==> src/rtl/ntisd_pkg.sv <==
// Shared types, command codes and status codes for the name table core.
`timescale 1ns / 1ps
`default_nettype none

package ntisd_pkg;

  // Command codes carried in the input tuser.
  localparam logic [1:0] KIND_CREATE = 2'd0;
  localparam logic [1:0] KIND_DELETE = 2'd1;
  localparam logic [1:0] KIND_SEARCH = 2'd2;
  localparam logic [1:0] KIND_LIST   = 2'd3;

  // Status codes carried in the output tuser.
  localparam logic [2:0] ST_OK        = 3'd0;
  localparam logic [2:0] ST_NOT_FOUND = 3'd1;
  localparam logic [2:0] ST_FULL      = 3'd2;
  localparam logic [2:0] ST_EMPTY     = 3'd3;
  localparam logic [2:0] ST_LISTED    = 3'd4;

  // A list command reports at most this many entries.
  localparam int LIST_CAP = 16;

  // Field widths of one result item.
  localparam int SLOT_W = 4;
  localparam int NAME_W = 64;

  typedef struct packed {
    logic [2:0]        status;
    logic [SLOT_W-1:0] slot;
    logic [NAME_W-1:0] name;
    logic              last;
  } result_t;

  function automatic result_t make_res(input logic [2:0] status,
                                       input logic [SLOT_W-1:0] slot,
                                       input logic [NAME_W-1:0] name,
                                       input logic last);
    result_t r;
    r.status = status;
    r.slot   = slot;
    r.name   = name;
    r.last   = last;
    return r;
  endfunction

endpackage

`default_nettype wire

==> src/rtl/ntisd_ram.sv <==
// Generic single-write, single-read RAM with a registered read port.
`timescale 1ns / 1ps
`default_nettype none

module ntisd_ram #(
  parameter int WIDTH = 64,
  parameter int DEPTH = 16
) (
  input  wire logic                                   clk,
  input  wire logic                                   we,
  input  wire logic [((DEPTH > 1) ? $clog2(DEPTH) : 1)-1:0] waddr,
  input  wire logic [WIDTH-1:0]                       wdata,
  input  wire logic [((DEPTH > 1) ? $clog2(DEPTH) : 1)-1:0] raddr,
  output logic      [WIDTH-1:0]                       rdata
);

  logic [WIDTH-1:0] mem [DEPTH];

  // Write port and registered read port.
  always_ff @(posedge clk) begin
    if (we) begin
      mem[waddr] <= wdata;
    end
    rdata <= mem[raddr];
  end

endmodule

`default_nettype wire

==> src/rtl/ntisd_ctrl.sv <==
// Command sequencer: scans, updates and lists the name table held in RAM.
`timescale 1ns / 1ps
`default_nettype none

module ntisd_ctrl
  import ntisd_pkg::*;
#(
  parameter int DEPTH     = 16,
  parameter int NAME_BITS = 64
) (
  input  wire logic        clk,
  input  wire logic        rst,
  input  wire logic        in_valid,
  output logic             in_ready,
  input  wire logic [1:0]  in_kind,
  input  wire logic [63:0] in_key,
  output logic             res_valid,
  input  wire logic        res_ready,
  output result_t          res
);

  localparam int CW = $clog2(DEPTH + 1);
  localparam int AW = (DEPTH > 1) ? $clog2(DEPTH) : 1;
  localparam int LW = CW + 6;

  localparam logic [2:0] S_IDLE = 3'd0;
  localparam logic [2:0] S_SCAN = 3'd1;
  localparam logic [2:0] S_DRD  = 3'd2;
  localparam logic [2:0] S_DWR  = 3'd3;
  localparam logic [2:0] S_LRD  = 3'd4;
  localparam logic [2:0] S_LDAT = 3'd5;
  localparam logic [2:0] S_EMIT = 3'd6;

  logic [2:0]           state, state_next;
  logic [CW-1:0]        count, count_next;
  logic [CW-1:0]        idx, idx_next;
  logic                 rd_vld, rd_vld_next;
  logic [AW-1:0]        rd_idx, rd_idx_next;
  logic [AW-1:0]        hit, hit_next;
  logic [1:0]           kind_r, kind_r_next;
  logic [NAME_BITS-1:0] key_r, key_r_next;
  result_t              res_next;

  logic                 we;
  logic [AW-1:0]        waddr;
  logic [NAME_BITS-1:0] wdata;
  logic [AW-1:0]        raddr;
  logic [NAME_BITS-1:0] rdata;

  logic                 issue;
  logic                 match;
  logic                 scan_end;
  logic [CW-1:0]        cnt_dec;
  logic [LW-1:0]        idx_inc;
  logic                 list_last;

  ntisd_ram #(
    .WIDTH(NAME_BITS),
    .DEPTH(DEPTH)
  ) u_names (
    .clk  (clk),
    .we   (we),
    .waddr(waddr),
    .wdata(wdata),
    .raddr(raddr),
    .rdata(rdata)
  );

  // Scan bookkeeping: one read issued per cycle, compared in the cycle after.
  assign issue     = (state == S_SCAN) && (idx < count);
  assign match     = rd_vld && (rdata == key_r);
  assign scan_end  = rd_vld && (match || ((CW'(rd_idx) + CW'(1)) == count));
  assign cnt_dec   = count - CW'(1);
  assign idx_inc   = LW'(idx) + LW'(1);
  assign list_last = (idx_inc == LW'(count)) || (idx_inc == LW'(LIST_CAP));

  assign in_ready  = (state == S_IDLE);
  assign res_valid = (state == S_EMIT);

  // Next-state logic for the sequencer.
  always_comb begin
    state_next  = state;
    count_next  = count;
    idx_next    = idx;
    rd_vld_next = 1'b0;
    rd_idx_next = idx[AW-1:0];
    hit_next    = hit;
    kind_r_next = kind_r;
    key_r_next  = key_r;
    res_next    = res;
    we          = 1'b0;
    waddr       = count[AW-1:0];
    wdata       = in_key[NAME_BITS-1:0];
    raddr       = idx[AW-1:0];

    case (state)
      S_IDLE: begin
        if (in_valid) begin
          kind_r_next = in_kind;
          key_r_next  = in_key[NAME_BITS-1:0];
          idx_next    = '0;
          case (in_kind)
            KIND_CREATE: begin
              if (count >= CW'(DEPTH)) begin
                res_next = make_res(ST_FULL, '0, '0, 1'b1);
              end else begin
                we         = 1'b1;
                count_next = count + CW'(1);
                res_next   = make_res(ST_OK, SLOT_W'(count), '0, 1'b1);
              end
              state_next = S_EMIT;
            end
            KIND_DELETE, KIND_SEARCH: begin
              if (count == '0) begin
                res_next   = make_res(ST_NOT_FOUND, '0, '0, 1'b1);
                state_next = S_EMIT;
              end else begin
                state_next = S_SCAN;
              end
            end
            default: begin
              if (count == '0) begin
                res_next   = make_res(ST_EMPTY, '0, '0, 1'b1);
                state_next = S_EMIT;
              end else begin
                state_next = S_LRD;
              end
            end
          endcase
        end
      end

      S_SCAN: begin
        if (issue) begin
          idx_next = idx + CW'(1);
        end
        rd_vld_next = issue && !scan_end;
        if (match) begin
          if (kind_r == KIND_SEARCH) begin
            res_next   = make_res(ST_OK, SLOT_W'(rd_idx), '0, 1'b1);
            state_next = S_EMIT;
          end else begin
            hit_next   = rd_idx;
            state_next = S_DRD;
          end
        end else if (scan_end) begin
          res_next   = make_res(ST_NOT_FOUND, '0, '0, 1'b1);
          state_next = S_EMIT;
        end
      end

      // Fetch the last entry to move it into the freed slot.
      S_DRD: begin
        raddr      = cnt_dec[AW-1:0];
        state_next = S_DWR;
      end

      S_DWR: begin
        we         = 1'b1;
        waddr      = hit;
        wdata      = rdata;
        count_next = cnt_dec;
        res_next   = make_res(ST_OK, SLOT_W'(hit), '0, 1'b1);
        state_next = S_EMIT;
      end

      S_LRD: begin
        state_next = S_LDAT;
      end

      S_LDAT: begin
        res_next   = make_res(ST_LISTED, SLOT_W'(idx), NAME_W'(rdata), list_last);
        state_next = S_EMIT;
      end

      S_EMIT: begin
        if (res_ready) begin
          if (res.last) begin
            state_next = S_IDLE;
          end else begin
            idx_next   = idx + CW'(1);
            state_next = S_LRD;
          end
        end
      end

      default: begin
        state_next = S_IDLE;
      end
    endcase
  end

  // Control registers.
  always_ff @(posedge clk) begin
    if (rst) begin
      state  <= S_IDLE;
      count  <= '0;
      rd_vld <= 1'b0;
    end else begin
      state  <= state_next;
      count  <= count_next;
      rd_vld <= rd_vld_next;
    end
  end

  // Payload registers.
  always_ff @(posedge clk) begin
    idx    <= idx_next;
    rd_idx <= rd_idx_next;
    hit    <= hit_next;
    kind_r <= kind_r_next;
    key_r  <= key_r_next;
    res    <= res_next;
  end

  a_count_bound: assert property (@(posedge clk) disable iff (rst)
    count <= CW'(DEPTH))
    else $error("entry count exceeds table depth");

  a_create_inc: assert property (@(posedge clk) disable iff (rst)
    (in_valid && in_ready && in_kind == KIND_CREATE && count < CW'(DEPTH))
      |=> count == $past(count) + CW'(1))
    else $error("create did not grow the table");

  a_delete_dec: assert property (@(posedge clk) disable iff (rst)
    (state == S_DWR) |=> count == $past(count) - CW'(1))
    else $error("delete did not shrink the table");

  a_rdvld_scan: assert property (@(posedge clk) disable iff (rst)
    rd_vld |-> state == S_SCAN)
    else $error("scan compare outside of a scan");

endmodule

`default_nettype wire

==> src/rtl/name_table_insert_delete_search_core.sv <==
// Top level of the name table core: stream ports and the result output register.
//
// Usage: the s_ channel takes one command item: s_tuser is the command
// (create, delete, search, list) and s_tdata the name key, up to 8 ASCII
// bytes zero padded; only its low NAME_BITS bits are stored and compared.
// The m_ channel returns result items: m_tuser is the status, m_tdata holds
// the slot and the listed name, m_tlast marks the final result of a command.
// Create, delete and search give one result each; list gives one result per
// entry (at most sixteen), or a single empty result.
// Commands run one at a time; s_tready is high only while no command is in
// progress. The names live in a RAM with one write and one registered read
// port, and that read port shapes the steps of each command:
//   create: one write, then the result.
//   search: a pipelined scan, one entry read per cycle.
//   delete: scan, read of the last entry, write back.
//   list:   each entry is read, captured and emitted before the next read.
// Reset (rst, synchronous) empties the table; stored names are not cleared.
// A stalled receiver holds the result in the output register and the
// sequencer waits with the next result; nothing is lost.
`timescale 1ns / 1ps
`default_nettype none

module name_table_insert_delete_search_core
  import ntisd_pkg::*;
#(
  parameter int DEPTH     = 16,
  parameter int NAME_BITS = 64
) (
  input  wire logic        clk,
  input  wire logic        rst,
  input  wire logic        s_tvalid,
  output logic             s_tready,
  input  wire logic [63:0] s_tdata,   // [63:0] key_name
  input  wire logic [1:0]  s_tuser,   // [1:0] kind
  output logic             m_tvalid,
  input  wire logic        m_tready,
  output logic [71:0]      m_tdata,   // [3:0] slot, [67:4] entry_name, [71:68] zero
  output logic [2:0]       m_tuser,   // [2:0] status
  output logic             m_tlast
);

  logic    res_valid;
  logic    res_ready;
  result_t res;
  logic    out_vld;
  result_t out_res;

  ntisd_ctrl #(
    .DEPTH    (DEPTH),
    .NAME_BITS(NAME_BITS)
  ) u_ctrl (
    .clk      (clk),
    .rst      (rst),
    .in_valid (s_tvalid),
    .in_ready (s_tready),
    .in_kind  (s_tuser),
    .in_key   (s_tdata),
    .res_valid(res_valid),
    .res_ready(res_ready),
    .res      (res)
  );

  // Output register: refills in the cycle the current item leaves.
  assign res_ready = !out_vld || m_tready;

  always_ff @(posedge clk) begin
    if (rst) begin
      out_vld <= 1'b0;
    end else if (res_ready) begin
      out_vld <= res_valid;
    end
  end

  always_ff @(posedge clk) begin
    if (res_ready && res_valid) begin
      out_res <= res;
    end
  end

  assign m_tvalid = out_vld;
  assign m_tdata  = {4'b0000, out_res.name, out_res.slot};
  assign m_tuser  = out_res.status;
  assign m_tlast  = out_res.last;

endmodule

`default_nettype wire

==> config.mk <==
export PLATFORM = sky130hd
export DESIGN_NAME = name_table_insert_delete_search_core
export DESIGN_NICKNAME = d
export VERILOG_FILES = /design/src/rtl/ntisd_pkg.sv /design/src/rtl/ntisd_ram.sv /design/src/rtl/ntisd_ctrl.sv /design/src/rtl/name_table_insert_delete_search_core.sv
export SDC_FILE = /design/constraint.sdc
export NUM_CORES = 2
export LEC_CHECK = 0
export ABC_AREA = 1
export BUFFER_PORTS_ARGS = -buffer_cell sky130_fd_sc_hd__buf_2
export CELL_PAD_IN_SITES_DETAIL_PLACEMENT = 1
export CELL_PAD_IN_SITES_GLOBAL_PLACEMENT = 1
export CORE_UTILIZATION = 47
export CTS_CLUSTER_SIZE = 10
export DETAILED_ROUTE_END_ITERATION = 12
export PLACE_DENSITY = 0.74
export SLEW_MARGIN = 25
export SYNTH_ARGS = -nofsm -noshare
export SYNTH_HDL_FRONTEND = slang
export SYNTH_SLANG_ARGS = --single-unit
==> constraint.sdc <==
create_clock -name clk -period 7.9 [get_ports clk]
set_input_delay 0.79 -clock clk [delete_from_list [all_inputs] [get_ports clk]]
set_output_delay 0.79 -clock clk [all_outputs]
set_load 0.005 [all_outputs]
==> metrics <==
outcome=complete, no violations; DR pass1 iterations=6; Skew-Pair Late Insertion Delay=0.77 ns; worst min path class=input port to flop; Worst-path clk slew=0.06 ns; Area after DPL=0.0532 mm2; CP max stage delay=0.94 ns; CORE AREA=0.107 mm2; wire length of the first global-routing pass=216 mm; H-tree depth=4; #FFs+latches synth=1,321; CP max stage cell=nor2_4; vias in the first global route=33.9k; Setup TNS=0 ns; RSZ-0062 raised after global routing=no; post-synthesis sequential area ratio=76.4%; CP required=8.27 ns; top cells by area, synth=edfxtp_1, nor2_1, o21ai_0, dfxtp_1, o221ai_1; # hold bufs at CTS=0; Hold Path Depth=1; number of standard cells in the final layout excluding fillers=5,427; Inst Count DP=5,155; hold_ws=0.220 ns; remaining antenna violation count=0; Final Hold Viols=0; max frequency=226 MHz; max_cap viols=0; critical path cell sequence=inv_1 > nor3_1 > buf_4 > inv_4 > nor2_1 > a21oi_1 > nand3_1 > nor2_4 > buf_4; total grt overflow=0; share of total power in the clock network=27.8%; post-CTS sizing=0; post-place setup slack=3.51 ns; fin crit share=56.0%; via count=32.5k; share of layout cells above drive strength 1=11.5%; IO Port Bufs=143; routability cong.=0.800; net switching power=9.03 mW; sequential power share=37.9%; die height=331 um; multi-input logic area=0.0106 mm2; # fillers=10.5k; Worst slew margin=28.5%; Pwr Total=23.5 mW; Syn. warnings=0; CP most frequent cell=buf_4; Initial Util=47.5%; die width=331 um; Combinational Power Share=34.4%; Peak VDD IR=0.560 mV; Worst EP arrival=4.79 ns; Worst-Margin Slew=1.07 ns; WL per Instance=26.9 um; Yosys top cell by area=edfxtp_1; row cnt=120; Synth top area share=73.3%; Max Slew Vio Count=0; CTS root buffer=clkbuf_16; Setup crit start kind=flop; Boundary Pins=148; Pwr per Cell Area=405 mW/mm2; final setup margin=3.48 ns; sw frac=38.5%; worst-path maximum fanout=80; CTS tree=yes; Iteration-0 DRC Markers=3,190; gr usage total=26.7%; Setup Skew=0.0364 ns; initial antenna violation count=2; Final setup viols=0; area grow syn2layout=13.7%; CTS sink cnt=1,321; DPL Wire Length=80.4 mm; cell internal pwr=14.4 mW; Post CTS Setup Buffer Count=0; sequential cell area=0.0389 mm2; via/cell ratio=5.99; total CTS buffers=153; Final Instance Area=0.0579 mm2; Finished Core Util=54.0%; Worst setup EP type=flop; Syn Area/Cell=13.6 um2; Total Wirelength=146 mm; largest net degree at the start of global routing=214; leak pwr=19.5 nW; cell count after synthesis=3,757; kind of critical path=flop to flop; die area=0.110 mm2; clk buf depth=3; Final #Nets=3,992; distinct cell type count after synthesis=40; Worst Reg2Reg Path Length in Cells=9; Remaining DRCs=0; synthesized area=0.0509 mm2; crit path time final=4.42 ns
-- power by group through the flow --
stage	registers, mW	clock network, mW	logic (mW)
floorplan	8.91	0	5.22
global placement	9.00	0	7.49
detailed placement	9.02	0	7.87
CTS	8.89	6.60	7.98
global route	8.94	6.83	8.75
finish	8.89	6.52	8.07
-- cell usage in the layout, fill, tap and decap left out, types with 18 or more instances in the layout --
cell type	count
buf_2	143
edfxtp_1	1243
buf_4	75
o211ai_1	83
xnor2_1	22
clkbuf_1	95
nor2_1	631
nand2_1	291
dfxtp_1	78
o22ai_1	81
inv_1	144
o221ai_1	178
o21ai_0	450
o21ai_1	119
nor2_4	18
clkbuf_16	160
nand3_1	68
o21ai_2	23
-- metal layers --
layer	up-vias	global-route usage [%]	share of wire (%)
li1	14240	-	-
met1	16767	35.9	42
met2	1223	43.7	49
met3	285	4.57	6.3
met4	2	9.71	3.1
met5	-	0	0.0089
-- critical path, delay by kind of cell, from the launching register on --
family,cells,cell delay [ns]
buffers and inverters,4,1.79
flip-flops,1,0.38
AND/OR/NAND/NOR,4,1.55
AO/OA/AOI/OAI,1,0.25
-- final timing paths --
check	start	to	slack, ns
setup / recovery	u_ctrl.state[0]	u_ctrl.u_names.mem[12][45]	3.48
hold / removal	s_tdata[62]	u_ctrl.key_r[62]	0.22
setup reg to reg	u_ctrl.state[0]	u_ctrl.u_names.mem[12][45]	3.48
hold reg to reg	u_ctrl.res[43]	m_tdata[46]	0.40
-- synthesized netlist by cell type --
master,number
nor4_1,4
xnor2_1,22
edfxtp_1,1243
nand4_1,11
xor2_1,14
o21ai_1,115
a21oi_1,15
and3_1,2
buf_2,110
inv_2,5
o21ai_4,2
nor2_1,649
nor3_1,3
o21ai_2,1
o31ai_1,1
o22ai_1,81
nand3b_1,1
buf_6,3
clkbuf_1,107
clkinv_1,2
a211oi_1,1
o221ai_1,178
inv_4,1
inv_1,145
ha_1,13
dfxtp_1,78
o21ai_0,478
nand2_1,291
a221oi_1,1
buf_1,8
buf_4,9
a31oi_1,1
o211ai_1,83
o2111ai_1,4
conb_1,1
or2_2,2
nor3_4,1
nand3_1,68
nand2_2,2
or2_1,1
-- kinds of logic (layout without fill, tap and decap cells) --
logic type | after synthesis | after routing | synth area share (%)
fa+ha+maj | 13 | 13 | 0.319
compound gates | 961 | 961 | 11.5
simple gates | 1035 | 1035 | 7.95
buf+inv | 390 | 653 | 3.26
xor+xnor | 36 | 36 | 0.619
other cells | 1 | 5 | 0.00737
flops | 1321 | 1321 | 76.4
-- registers in the layout, indices dropped and copies added, names as in the netlist, 5 cells and up --
signal,flops
m_tdata,68
u_ctrl.u_names.mem,1024
u_ctrl.idx,5
u_ctrl.res,72
u_ctrl.key_r,64
u_ctrl.count,5
u_ctrl.u_names.rdata,64
-- area by class of cell --
cell class              count  share of cell area (%)
inverters                 153                    1.05
multi-input cells        2049                    18.3
clock buffers             258                    7.60
flip-flops and latches   1321                    67.2
well taps                1403                    3.03
clock inverters            11                   0.238
repair buffers            231                    2.54
diodes                      1                 0.00432
Power figures use the tool's default switching activity.
